`src/rtl/assert_macros.svh`:
```
// Assertion helpers for the RTL; all are clocked on clk_i and
// disabled while rst_ni is low.
`ifndef ASSERT_MACROS_SVH
`define ASSERT_MACROS_SVH

// Same-cycle implication.
`define ASSERT_HOLDS(label, pre, post, msg) \
  label: assert property (@(posedge clk_i) disable iff (!rst_ni) (pre) |-> (post)) \
    else $error(msg);

// Next-cycle implication.
`define ASSERT_NEXT(label, pre, post, msg) \
  label: assert property (@(posedge clk_i) disable iff (!rst_ni) (pre) |=> (post)) \
    else $error(msg);

`endif

```
`src/rtl/rsd_pkg.sv`:
```
package rsd_pkg;

  // APB address width: seven 32-bit registers at byte offsets 0..24
  localparam int unsigned PADDR_W = 5;

  // Ramp ends after this many ms, settle window in ms
  localparam logic [15:0] RAMP_END_MS = 16'd500;
  localparam logic [15:0] SETTLE_MS   = 16'd25;
  // From this time on the ramp value exceeds any 15-bit cruise limit
  localparam logic [15:0] RAMP_SAT_MS = 16'd640;

  // Gains in Q8.0 (signed 8-bit integers, no fraction bits)
  localparam logic signed [7:0] KP_Q8 = 8'sd67;
  localparam logic signed [7:0] KD_Q8 = 8'sd59;

  // Reciprocals: ceil(2^20/5), ceil(2^25/25), ceil(179*2^24/100)
  localparam logic [17:0] RAMP_RECIP  = 18'd209716;
  localparam logic [20:0] TAPER_RECIP = 21'd1342178;
  localparam logic [24:0] HEAD_RECIP  = 25'd30031217;

  // Heading correction large enough to saturate the right drive
  localparam logic signed [17:0] CORR_SAT = 18'sd131071;

  // Taper start value that turns the taper off
  localparam logic [23:0] DECEL_OFF = 24'hFFFFFF;

  typedef enum logic [2:0] {
    REG_CRUISE_LIM     = 3'd0,
    REG_TARGET_POS     = 3'd1,
    REG_SETTLE_BAND    = 3'd2,
    REG_FLOOR_SPEED    = 3'd3,
    REG_DECEL_START    = 3'd4,
    REG_TIMEOUT_MS     = 3'd5,
    REG_HEADING_TARGET = 3'd6
  } reg_idx_e;

  typedef struct packed {
    logic [14:0]        cruise_lim;
    logic signed [23:0] target_position;
    logic [22:0]        settle_band;
    logic [14:0]        floor_speed;
    logic signed [23:0] decel_start;
    logic [15:0]        timeout_ms;
    logic signed [23:0] heading_target;
  } cfg_t;

  typedef struct packed {
    logic               first_sample;
    logic [15:0]        elapsed_ms;
    logic signed [23:0] left_position;
    logic signed [23:0] heading;
  } in_t;

  typedef struct packed {
    logic signed [15:0] left_drive;
    logic signed [15:0] right_drive;
    logic               finished;
  } out_t;

  // Products and flags passed from the front stage to the back stage
  typedef struct packed {
    logic               ramp_cruise;
    logic [14:0]        ramp_q;
    logic               taper_on;
    logic               taper_big;
    logic [15:0]        taper_q;
    logic signed [31:0] p_term;
    logic signed [31:0] d_term;
    logic signed [17:0] corr;
    logic               finished;
  } mid_t;

endpackage

```
`src/rtl/rsd_cfg.sv`:
```
module rsd_cfg (
  input  logic                       clk_i,
  input  logic                       rst_ni,
  input  logic                       psel,
  input  logic                       penable,
  input  logic                       pwrite,
  input  logic [rsd_pkg::PADDR_W-1:0] paddr,
  input  logic [31:0]                pwdata,
  output logic [31:0]                prdata,
  output logic                       pready,
  output rsd_pkg::cfg_t              cfg_o
);

  rsd_pkg::cfg_t     cfg_q;
  rsd_pkg::reg_idx_e reg_idx;
  logic              wr_en;

  assign reg_idx = rsd_pkg::reg_idx_e'(paddr[rsd_pkg::PADDR_W-1:2]);
  assign wr_en   = psel && penable && pwrite;
  assign pready  = 1'b1;
  assign cfg_o   = cfg_q;

  // Write registers on the access phase
  always_ff @(posedge clk_i or negedge rst_ni) begin
    if (!rst_ni) begin
      cfg_q.cruise_lim      <= '0;
      cfg_q.target_position <= '0;
      cfg_q.settle_band     <= '0;
      cfg_q.floor_speed     <= '0;
      cfg_q.decel_start     <= rsd_pkg::DECEL_OFF;
      cfg_q.timeout_ms      <= '0;
      cfg_q.heading_target  <= '0;
    end else if (wr_en) begin
      case (reg_idx)
        rsd_pkg::REG_CRUISE_LIM:     cfg_q.cruise_lim      <= pwdata[14:0];
        rsd_pkg::REG_TARGET_POS:     cfg_q.target_position <= pwdata[23:0];
        rsd_pkg::REG_SETTLE_BAND:    cfg_q.settle_band     <= pwdata[22:0];
        rsd_pkg::REG_FLOOR_SPEED:    cfg_q.floor_speed     <= pwdata[14:0];
        rsd_pkg::REG_DECEL_START:    cfg_q.decel_start     <= pwdata[23:0];
        rsd_pkg::REG_TIMEOUT_MS:     cfg_q.timeout_ms      <= pwdata[15:0];
        rsd_pkg::REG_HEADING_TARGET: cfg_q.heading_target  <= pwdata[23:0];
        default: begin
        end
      endcase
    end
  end

  // Read back, signed registers sign-extended
  always_comb begin
    case (reg_idx)
      rsd_pkg::REG_CRUISE_LIM:     prdata = {17'd0, cfg_q.cruise_lim};
      rsd_pkg::REG_TARGET_POS:     prdata = {{8{cfg_q.target_position[23]}},
                                             cfg_q.target_position};
      rsd_pkg::REG_SETTLE_BAND:    prdata = {9'd0, cfg_q.settle_band};
      rsd_pkg::REG_FLOOR_SPEED:    prdata = {17'd0, cfg_q.floor_speed};
      rsd_pkg::REG_DECEL_START:    prdata = {{8{cfg_q.decel_start[23]}},
                                             cfg_q.decel_start};
      rsd_pkg::REG_TIMEOUT_MS:     prdata = {16'd0, cfg_q.timeout_ms};
      rsd_pkg::REG_HEADING_TARGET: prdata = {{8{cfg_q.heading_target[23]}},
                                             cfg_q.heading_target};
      default:                     prdata = '0;
    endcase
  end

endmodule

```
`src/rtl/rsd_front.sv`:
```
module rsd_front (
  input  rsd_pkg::in_t        in_i,
  input  rsd_pkg::cfg_t       cfg_i,
  input  logic signed [24:0]  err_hist_i,
  input  logic [15:0]         last_out_i,
  output rsd_pkg::mid_t       mid_o,
  output logic signed [24:0]  err_o,
  output logic [15:0]         last_out_o
);

  logic [15:0]        t;
  logic signed [24:0] err;
  logic signed [24:0] err_base;
  logic signed [25:0] derr;
  logic [24:0]        err_mag;
  logic               outside;
  logic [15:0]        last_base;
  logic [15:0]        last_next;
  logic [15:0]        settled;

  logic [17:0]        ramp_x;
  logic [35:0]        ramp_p;

  logic [23:0]        abs_pos;
  logic signed [25:0] over;
  logic [19:0]        taper_x;
  logic [40:0]        taper_p;

  logic signed [24:0] herr;
  logic               h_neg;
  logic [24:0]        h_mag;
  logic               h_sat;
  logic [15:0]        h_in;
  logic [40:0]        head_p;
  logic [16:0]        c_mag;
  logic signed [17:0] corr_val;

  assign t = in_i.elapsed_ms;

  // Position error and its change; a first sample starts with no history
  always_comb begin
    err      = {cfg_i.target_position[23], cfg_i.target_position}
             - {in_i.left_position[23], in_i.left_position};
    err_base = in_i.first_sample ? 25'sd0 : err_hist_i;
    derr     = {err[24], err} - {err_base[24], err_base};
    err_mag  = err[24] ? 25'(-err) : 25'(err);
  end

  // PD products
  assign mid_o.p_term = 32'(err) * rsd_pkg::KP_Q8;
  assign mid_o.d_term = 32'(derr) * rsd_pkg::KD_Q8;

  // Settle timing: remember the last time the error left the band
  always_comb begin
    outside   = err_mag > {2'b00, cfg_i.settle_band};
    last_base = in_i.first_sample ? 16'd0 : last_out_i;
    last_next = outside ? t : last_base;
    settled   = (t >= last_next) ? (t - last_next) : 16'd0;
  end

  assign mid_o.finished = (settled > rsd_pkg::SETTLE_MS) || (t >= cfg_i.timeout_ms);
  assign err_o      = err;
  assign last_out_o = last_next;

  // Ramp: floor(t*256/5) by reciprocal, exact below the saturation time
  assign mid_o.ramp_cruise = (t > rsd_pkg::RAMP_END_MS) || (t >= rsd_pkg::RAMP_SAT_MS);
  assign ramp_x      = {t[9:0], 8'd0};
  assign ramp_p      = 36'(ramp_x) * 36'(rsd_pkg::RAMP_RECIP);
  assign mid_o.ramp_q = ramp_p[34:20];

  // Taper: floor(d*128/25); distances of 8192 and up always hit the floor
  always_comb begin
    abs_pos = in_i.left_position[23] ? (~in_i.left_position + 24'd1)
                                     : in_i.left_position;
    over    = $signed({2'b00, abs_pos}) - 26'(cfg_i.decel_start);
    taper_x = {over[12:0], 7'd0};
  end

  assign mid_o.taper_on  = (cfg_i.decel_start != rsd_pkg::DECEL_OFF) && !over[25]
                           && (over != 26'sd0);
  assign mid_o.taper_big = over[25:13] != 13'd0;
  assign taper_p         = 41'(taper_x) * 41'(rsd_pkg::TAPER_RECIP);
  assign mid_o.taper_q   = taper_p[40:25];

  // Heading correction floor(179*herr/100) with dead zone
  always_comb begin
    herr  = {cfg_i.heading_target[23], cfg_i.heading_target}
          - {in_i.heading[23], in_i.heading};
    h_neg = herr[24];
    h_mag = h_neg ? 25'(-herr) : 25'(herr);
    h_sat = h_mag[24:16] != 9'd0;
    h_in  = (h_mag < 25'd100) ? 16'd0 : h_mag[15:0];
  end

  assign head_p = 41'(h_in) * 41'(rsd_pkg::HEAD_RECIP);

  // Negative errors round away from zero: add one when the product is inexact
  always_comb begin
    c_mag = head_p[40:24] + {16'd0, h_neg && (head_p[23:16] != 8'd0)};
    if (h_sat) begin
      corr_val = h_neg ? -rsd_pkg::CORR_SAT : rsd_pkg::CORR_SAT;
    end else begin
      corr_val = h_neg ? -$signed({1'b0, c_mag}) : $signed({1'b0, c_mag});
    end
  end

  assign mid_o.corr = corr_val;

endmodule

```
`src/rtl/rsd_back.sv`:
```
module rsd_back (
  input  rsd_pkg::mid_t  mid_i,
  input  rsd_pkg::cfg_t  cfg_i,
  output rsd_pkg::out_t  out_o
);

  logic [14:0]        ramp_lim;
  logic signed [16:0] taper_lim;
  logic signed [16:0] floor_ext;
  logic [14:0]        limit;
  logic signed [32:0] pd_sum;
  logic signed [32:0] lim_pos;
  logic signed [32:0] lim_neg;
  logic signed [32:0] left_sel;
  logic signed [15:0] left;
  logic signed [18:0] right_raw;
  logic signed [15:0] right_sat;

  // Drive limit: ramp or cruise; past the decel point the taper, clamped at the floor speed
  always_comb begin
    if (mid_i.ramp_cruise || (mid_i.ramp_q >= cfg_i.cruise_lim)) begin
      ramp_lim = cfg_i.cruise_lim;
    end else begin
      ramp_lim = mid_i.ramp_q;
    end
    taper_lim = $signed({2'b00, cfg_i.cruise_lim}) - $signed({1'b0, mid_i.taper_q});
    floor_ext = $signed({2'b00, cfg_i.floor_speed});
    if (!mid_i.taper_on) begin
      limit = ramp_lim;
    end else if (mid_i.taper_big || (taper_lim < floor_ext)) begin
      limit = cfg_i.floor_speed;
    end else begin
      limit = taper_lim[14:0];
    end
  end

  // Clamp the PD sum to the limit
  always_comb begin
    pd_sum  = 33'(mid_i.p_term) + 33'(mid_i.d_term);
    lim_pos = $signed({18'd0, limit});
    lim_neg = -lim_pos;
    if (pd_sum > lim_pos) begin
      left_sel = lim_pos;
    end else if (pd_sum < lim_neg) begin
      left_sel = lim_neg;
    end else begin
      left_sel = pd_sum;
    end
    left = left_sel[15:0];
  end

  // Right drive: subtract heading correction and saturate
  always_comb begin
    right_raw = 19'(left) - 19'(mid_i.corr);
    if (right_raw > 19'sd32767) begin
      right_sat = 16'sh7FFF;
    end else if (right_raw < -19'sd32768) begin
      right_sat = 16'sh8000;
    end else begin
      right_sat = right_raw[15:0];
    end
  end

  assign out_o.left_drive  = left;
  assign out_o.right_drive = right_sat;
  assign out_o.finished    = mid_i.finished;

endmodule

```
`src/rtl/ramped_straight_drive_pid.sv`:
```
// Throughput: one sample per cycle unless the output stalls; samples pass
// three registered stages (input, products, result) in that order, each with
// its own valid, so bubbles fill while the output stalls.
// Reset: pipeline valids, error history and settle time clear at once;
// configuration registers return to their reset values. No clearing pass.
`include "assert_macros.svh"

module ramped_straight_drive_pid (
  input  logic                        clk_i,
  input  logic                        rst_ni,
  input  logic                        in_valid_i,
  output logic                        in_ready_o,
  input  rsd_pkg::in_t                in_data_i,
  output logic                        out_valid_o,
  input  logic                        out_ready_i,
  output rsd_pkg::out_t               out_data_o,
  input  logic                        psel,
  input  logic                        penable,
  input  logic                        pwrite,
  input  logic [rsd_pkg::PADDR_W-1:0] paddr,
  input  logic [31:0]                 pwdata,
  output logic [31:0]                 prdata,
  output logic                        pready
);

  rsd_pkg::cfg_t      cfg;
  rsd_pkg::in_t       in_q;
  rsd_pkg::mid_t      mid_d;
  rsd_pkg::mid_t      mid_q;
  rsd_pkg::out_t      out_d;
  rsd_pkg::out_t      out_q;
  logic               in_valid_q;
  logic               mid_valid_q;
  logic               out_valid_q;
  logic               in_stage_rdy;
  logic               mid_stage_rdy;
  logic               out_stage_rdy;
  logic               front_xfer;
  logic signed [24:0] err_hist_d;
  logic signed [24:0] err_hist_q;
  logic [15:0]        last_out_d;
  logic [15:0]        last_out_q;

  rsd_cfg u_cfg (
    .clk_i   (clk_i),
    .rst_ni  (rst_ni),
    .psel    (psel),
    .penable (penable),
    .pwrite  (pwrite),
    .paddr   (paddr),
    .pwdata  (pwdata),
    .prdata  (prdata),
    .pready  (pready),
    .cfg_o   (cfg)
  );

  rsd_front u_front (
    .in_i       (in_q),
    .cfg_i      (cfg),
    .err_hist_i (err_hist_q),
    .last_out_i (last_out_q),
    .mid_o      (mid_d),
    .err_o      (err_hist_d),
    .last_out_o (last_out_d)
  );

  rsd_back u_back (
    .mid_i (mid_q),
    .cfg_i (cfg),
    .out_o (out_d)
  );

  // Per-stage ready: a stage advances when empty or when its successor takes it
  assign out_stage_rdy = !out_valid_q || out_ready_i;
  assign mid_stage_rdy = !mid_valid_q || out_stage_rdy;
  assign in_stage_rdy  = !in_valid_q || mid_stage_rdy;
  assign front_xfer    = in_valid_q && mid_stage_rdy;

  assign in_ready_o  = in_stage_rdy;
  assign out_valid_o = out_valid_q;
  assign out_data_o  = out_q;

  // Valid bits and controller history
  always_ff @(posedge clk_i or negedge rst_ni) begin
    if (!rst_ni) begin
      in_valid_q  <= 1'b0;
      mid_valid_q <= 1'b0;
      out_valid_q <= 1'b0;
      err_hist_q  <= '0;
      last_out_q  <= '0;
    end else begin
      if (in_stage_rdy) begin
        in_valid_q <= in_valid_i;
      end
      if (mid_stage_rdy) begin
        mid_valid_q <= in_valid_q;
      end
      if (out_stage_rdy) begin
        out_valid_q <= mid_valid_q;
      end
      if (front_xfer) begin
        err_hist_q <= err_hist_d;
        last_out_q <= last_out_d;
      end
    end
  end

  // Payload registers
  always_ff @(posedge clk_i) begin
    if (in_valid_i && in_stage_rdy) begin
      in_q <= in_data_i;
    end
    if (front_xfer) begin
      mid_q <= mid_d;
    end
    if (mid_valid_q && out_stage_rdy) begin
      out_q <= out_d;
    end
  end

  `ASSERT_HOLDS(a_stall_full, !in_ready_o, in_valid_q && mid_valid_q && out_valid_q,
    "input stalled with a free pipeline stage")
  `ASSERT_NEXT(a_mid_hold, mid_valid_q && !out_stage_rdy, mid_valid_q,
    "product stage lost an item while the output stalled")
  `ASSERT_NEXT(a_mid_to_out, mid_valid_q && out_stage_rdy,
    out_valid_q && (out_q.finished == $past(mid_q.finished)),
    "product stage transfer did not reach the result register")
  `ASSERT_HOLDS(a_left_range, out_valid_q, out_q.left_drive != 16'sh8000,
    "left drive outside the symmetric limit range")

endmodule
```
`config.mk`:
```
export PLATFORM = sky130hd
export DESIGN_NAME = ramped_straight_drive_pid
export DESIGN_NICKNAME = d
export VERILOG_FILES = /design/src/rtl/rsd_pkg.sv /design/src/rtl/rsd_cfg.sv /design/src/rtl/rsd_front.sv /design/src/rtl/rsd_back.sv /design/src/rtl/ramped_straight_drive_pid.sv
export VERILOG_INCLUDE_DIRS = /design/src /design/src/rtl
export SDC_FILE = /design/constraint.sdc
export NUM_CORES = 2
export LEC_CHECK = 0
export ABC_AREA = 1
export BUFFER_PORTS_ARGS = -buffer_cell sky130_fd_sc_hd__buf_2
export CAP_MARGIN = 20
export CORE_ASPECT_RATIO = 0.9
export CORE_UTILIZATION = 24
export CTS_CLUSTER_SIZE = 14
export DETAILED_ROUTE_END_ITERATION = 12
export PLACE_DENSITY_LB_ADDON = 0.12
export SYNTH_ARGS = -nofsm -noshare
export SYNTH_HDL_FRONTEND = slang
export SYNTH_SLANG_ARGS = --single-unit
```
`constraint.sdc`:
```
create_clock -name clk_i -period 12.42 [get_ports clk_i]
set_input_delay 0 -clock clk_i [delete_from_list [all_inputs] [get_ports clk_i]]
set_output_delay 0 -clock clk_i [all_outputs]
set_load 0.02 [all_outputs]
```
==> results by group <==
Floorplan
  – Core Area: about 200000 µm²
  – DIE AREA: between 200000 and 250000 µm²
  – Die Y: ~430 µm
  – Number of top-level pins: around 180
  – Initial Util: between 20% and 30%
  – Row Count: about 160
  – Die Width: about 480 µm

Synthesis
  – Mapped Nets: 7143
  – Top cell type's share of synthesized area: about a fifth
  – Top-count cell post-synth: inv_1
  – Post-synthesis cell count: between 5000 and 6000
  – Cell accounting for the most synthesized area: ha_1
  – Synth warnings: 0
  – Yosys reg bits: 400
  – FFs w/ async S/R, synth: a little under half
  – Top cells by count, synth: 1161 x inv_1, 1018 x nand2_1, 827 x ha_1
  – Distinct cells, synth: 76
  – EDFF count, synth: around 220
  – Area contributors post-synth: ha_1 21%, fa_1 14%, edfxtp_1 13%, inv_1 8.9%, dfrtp_1 8.2%
  – Post-Syn Area per Cell: approximately 8.3 µm²
  – Mapped Area: 48900 µm²
  – Sequential area share after synthesis: between 20 and 25%
  – Ys flop type: edfxtp_1

STA
  – # setup viols final: 0
  – Clock Skew: about 0.086 ns
  – Peak Freq: around 90 MHz
  – Tmin final: between 10 and 15 ns
  – Hold Slack: ~0.064 ns
  – Actual slew at the worst max-slew pin: ~1.0 ns
  – Setup ws final: 1.01 ns
  – Slew headroom: 31.4%
  – Slew Limit Fails: 0
  – Final hold vios: 0
  – Fin crit share: approximately nine tenths
  – RSZ-0062 raised after global routing: yes

Detailed routing
  – Post-DRT Antenna Nets: 0
  – DR iter-0 viols: 2172
  – Residual DRC: 6
  – Routed wire length: 170000 µm
  – DR WL/cell: roughly 19 µm
  – Via density: about 4.4
  – Via count: ~40000
  – Drt pass-1 iters: 10

Clocking
  – Clk sinks: 400
  – Clock Path Buffers: 3
  – CTS tree: done
  – Clock transition at path regs: ~0.06 ns
  – Skew-Pair Late Insertion Delay: roughly 0.73 ns
  – Clk root buf: clkbuf_16
  – CTS buffer count: 57
  – H-Tree Depth: 2

Setup path
  – Arr. time, crit path: around 12 ns
  – CP endpoint kind: flop
  – WP data required: 12.81 ns
  – Startpoint types: flop
  – Setup Crit Path Kind: reg -> reg
  – Crit-path slowest cell: dfrtp_1
  – CP max FO: 15
  – CP max stage delay: about 0.4 ns

Status
  – Status: finished with violations
  – Failing checks: design-rule violations

Global route
  – First-pass GRT wire length: between 200000 and 300000 µm
  – Initial antenna violation count: 6
  – Grt ovf: 0
  – Largest net degree at the start of global routing: 84
  – GRT Util Overall: about 16%
  – Vias in the first global route: 39700

Flow run
  – Max cap viols: 0

Layout
  – Area delta synth->final: 16.6%
  – Layout fillers: 21700
  – Share of cells above drive strength 1: roughly 8.1%
  – Multi-input logic area: about 33000 µm²
  – Nets: between 7000 and 8000
  – Register area: 11100 µm²
  – Finished Core Util: 28.3%
  – Ant. Diodes: 0
  – Final Instance Count excl. Fillers: roughly 9000

Place
  – I/O Buffers: approximately 170
  – Post-DP HPWL: approximately 140000 µm
  – Post-Place Worst Slack: ~0.36 ns
  – Global placement routability congestion: ~0.9
  – Inst Count DP: roughly 8700

Worst hold path
  – HP Class: in -> reg
## per-stage QoR
stage	area (µm²)	setup TNS [ns]
after floorplan	48900	0
after global placement	53400	0
after detailed placement	53400	0
after CTS	56900	0
after global routing	57100	-0.385
final	57100	0
## timing repair
| action | in CTS | in global routing |
|---|---|---|
| endpoints found under the hold margin | 296 | 0 |
| hold buffers | 154 | 0 |
| setup buffers | 0 | 6 |
| gates resized for setup | 0 | 27 |
| endpoints found under the setup margin | 0 | 18 |
## kinds of logic (layout without fill, tap and decap cells)
| logic type | after synthesis | after routing | share of synthesized area [%] |
|---|---|---|---|
| buf+inv | 1265 | 1690 | 9.87 |
| other cells | 1 | 1 | 0.00766 |
| simple gates | 1724 | 1724 | 15.1 |
| fa+ha+maj | 1168 | 1168 | 35.1 |
| compound gates | 1003 | 1003 | 11.7 |
| flops | 400 | 400 | 22.7 |
| xor+xnor | 303 | 303 | 5.48 |
| mux | 2 | 2 | 0.0435 |
## sequential cells by signal, summed over array words and instances, names as in the netlist
signal	count
mid_valid_q	1
last_out_q	16
out_valid_o	1
in_q	65
out_data_o	33
err_hist_q	25
u_cfg.cfg_o	141
in_valid_q	1
mid_q	117
## worst paths after layout
kind / startpoint / endpoint / slack [ns] / depth (start not counted)
worst max-delay path: u_cfg.cfg_o[128] / out_data_o[10] / 1.01 / 74
worst min-delay path: in_data_i[29] / in_q[29] / 0.06 / 2
worst max register to register: u_cfg.cfg_o[128] / out_data_o[10] / 1.01 / 74
worst min register to register: mid_q[0] / out_data_o[0] / 0.43 / 0
max in group asynchronous: rst_ni / u_cfg.cfg_o[23] / 10.28 / 5
min in group asynchronous: rst_ni / u_cfg.cfg_o[42] / 0.44 / 3
## cell usage in the layout (no fill, tap or decap), types with 14 or more instances in the layout
cell and n:
a211oi_1 21, nand2_1 1016, clkinv_1 14, nand4_1 69, o21bai_1 37, o22ai_1 29, nor2_2 23, a31oi_1 31
xnor2_1 68, ha_1 827, a21oi_1 393, xor2_1 233, dfrtp_1 161, dlygate4sd3_1 153, dfstp_2 24, nor4_1 24
clkbuf_16 57, fa_1 341, edfxtp_1 215, nor3_1 45, a21o_1 26, clkinv_2 15, nand3_1 158, o21ai_0 325
nand3b_1 14, nor2_1 276, buf_4 78, inv_1 1159, o21ai_1 18, nand2_2 40, buf_2 165
## area by class of cell
class	instances	area share (%)
Tap cell	2686	5.89
Multi-Input combinational cell	4201	58.1
Timing Repair Buffer	404	5.37
Clock buffer	64	2.58
Clock inverter	44	0.826
Sequential cell	400	19.5
Inverter	1178	7.76
## critical path, delay by kind of cell, from the launching register on
kind                       cells  cell delay (ns)
AOI/OAI and AO/OA             29             4.50
buffers and inverters          9             1.14
and+or+nand+nor               30             3.26
adders and majority gates      5             1.54
xor gates and xnor gates       1             0.18
DFF                            1             0.41
## metal layers
metal	routed length, µm	track usage, %
met1	80700	22.4
met4	3520	3.64
met5	0	0
met3	5950	1.70
met2	79500	27.8
Power is not shown: default switching activity piles up to over one toggle a cycle in this logic, so the estimate is an artifact.
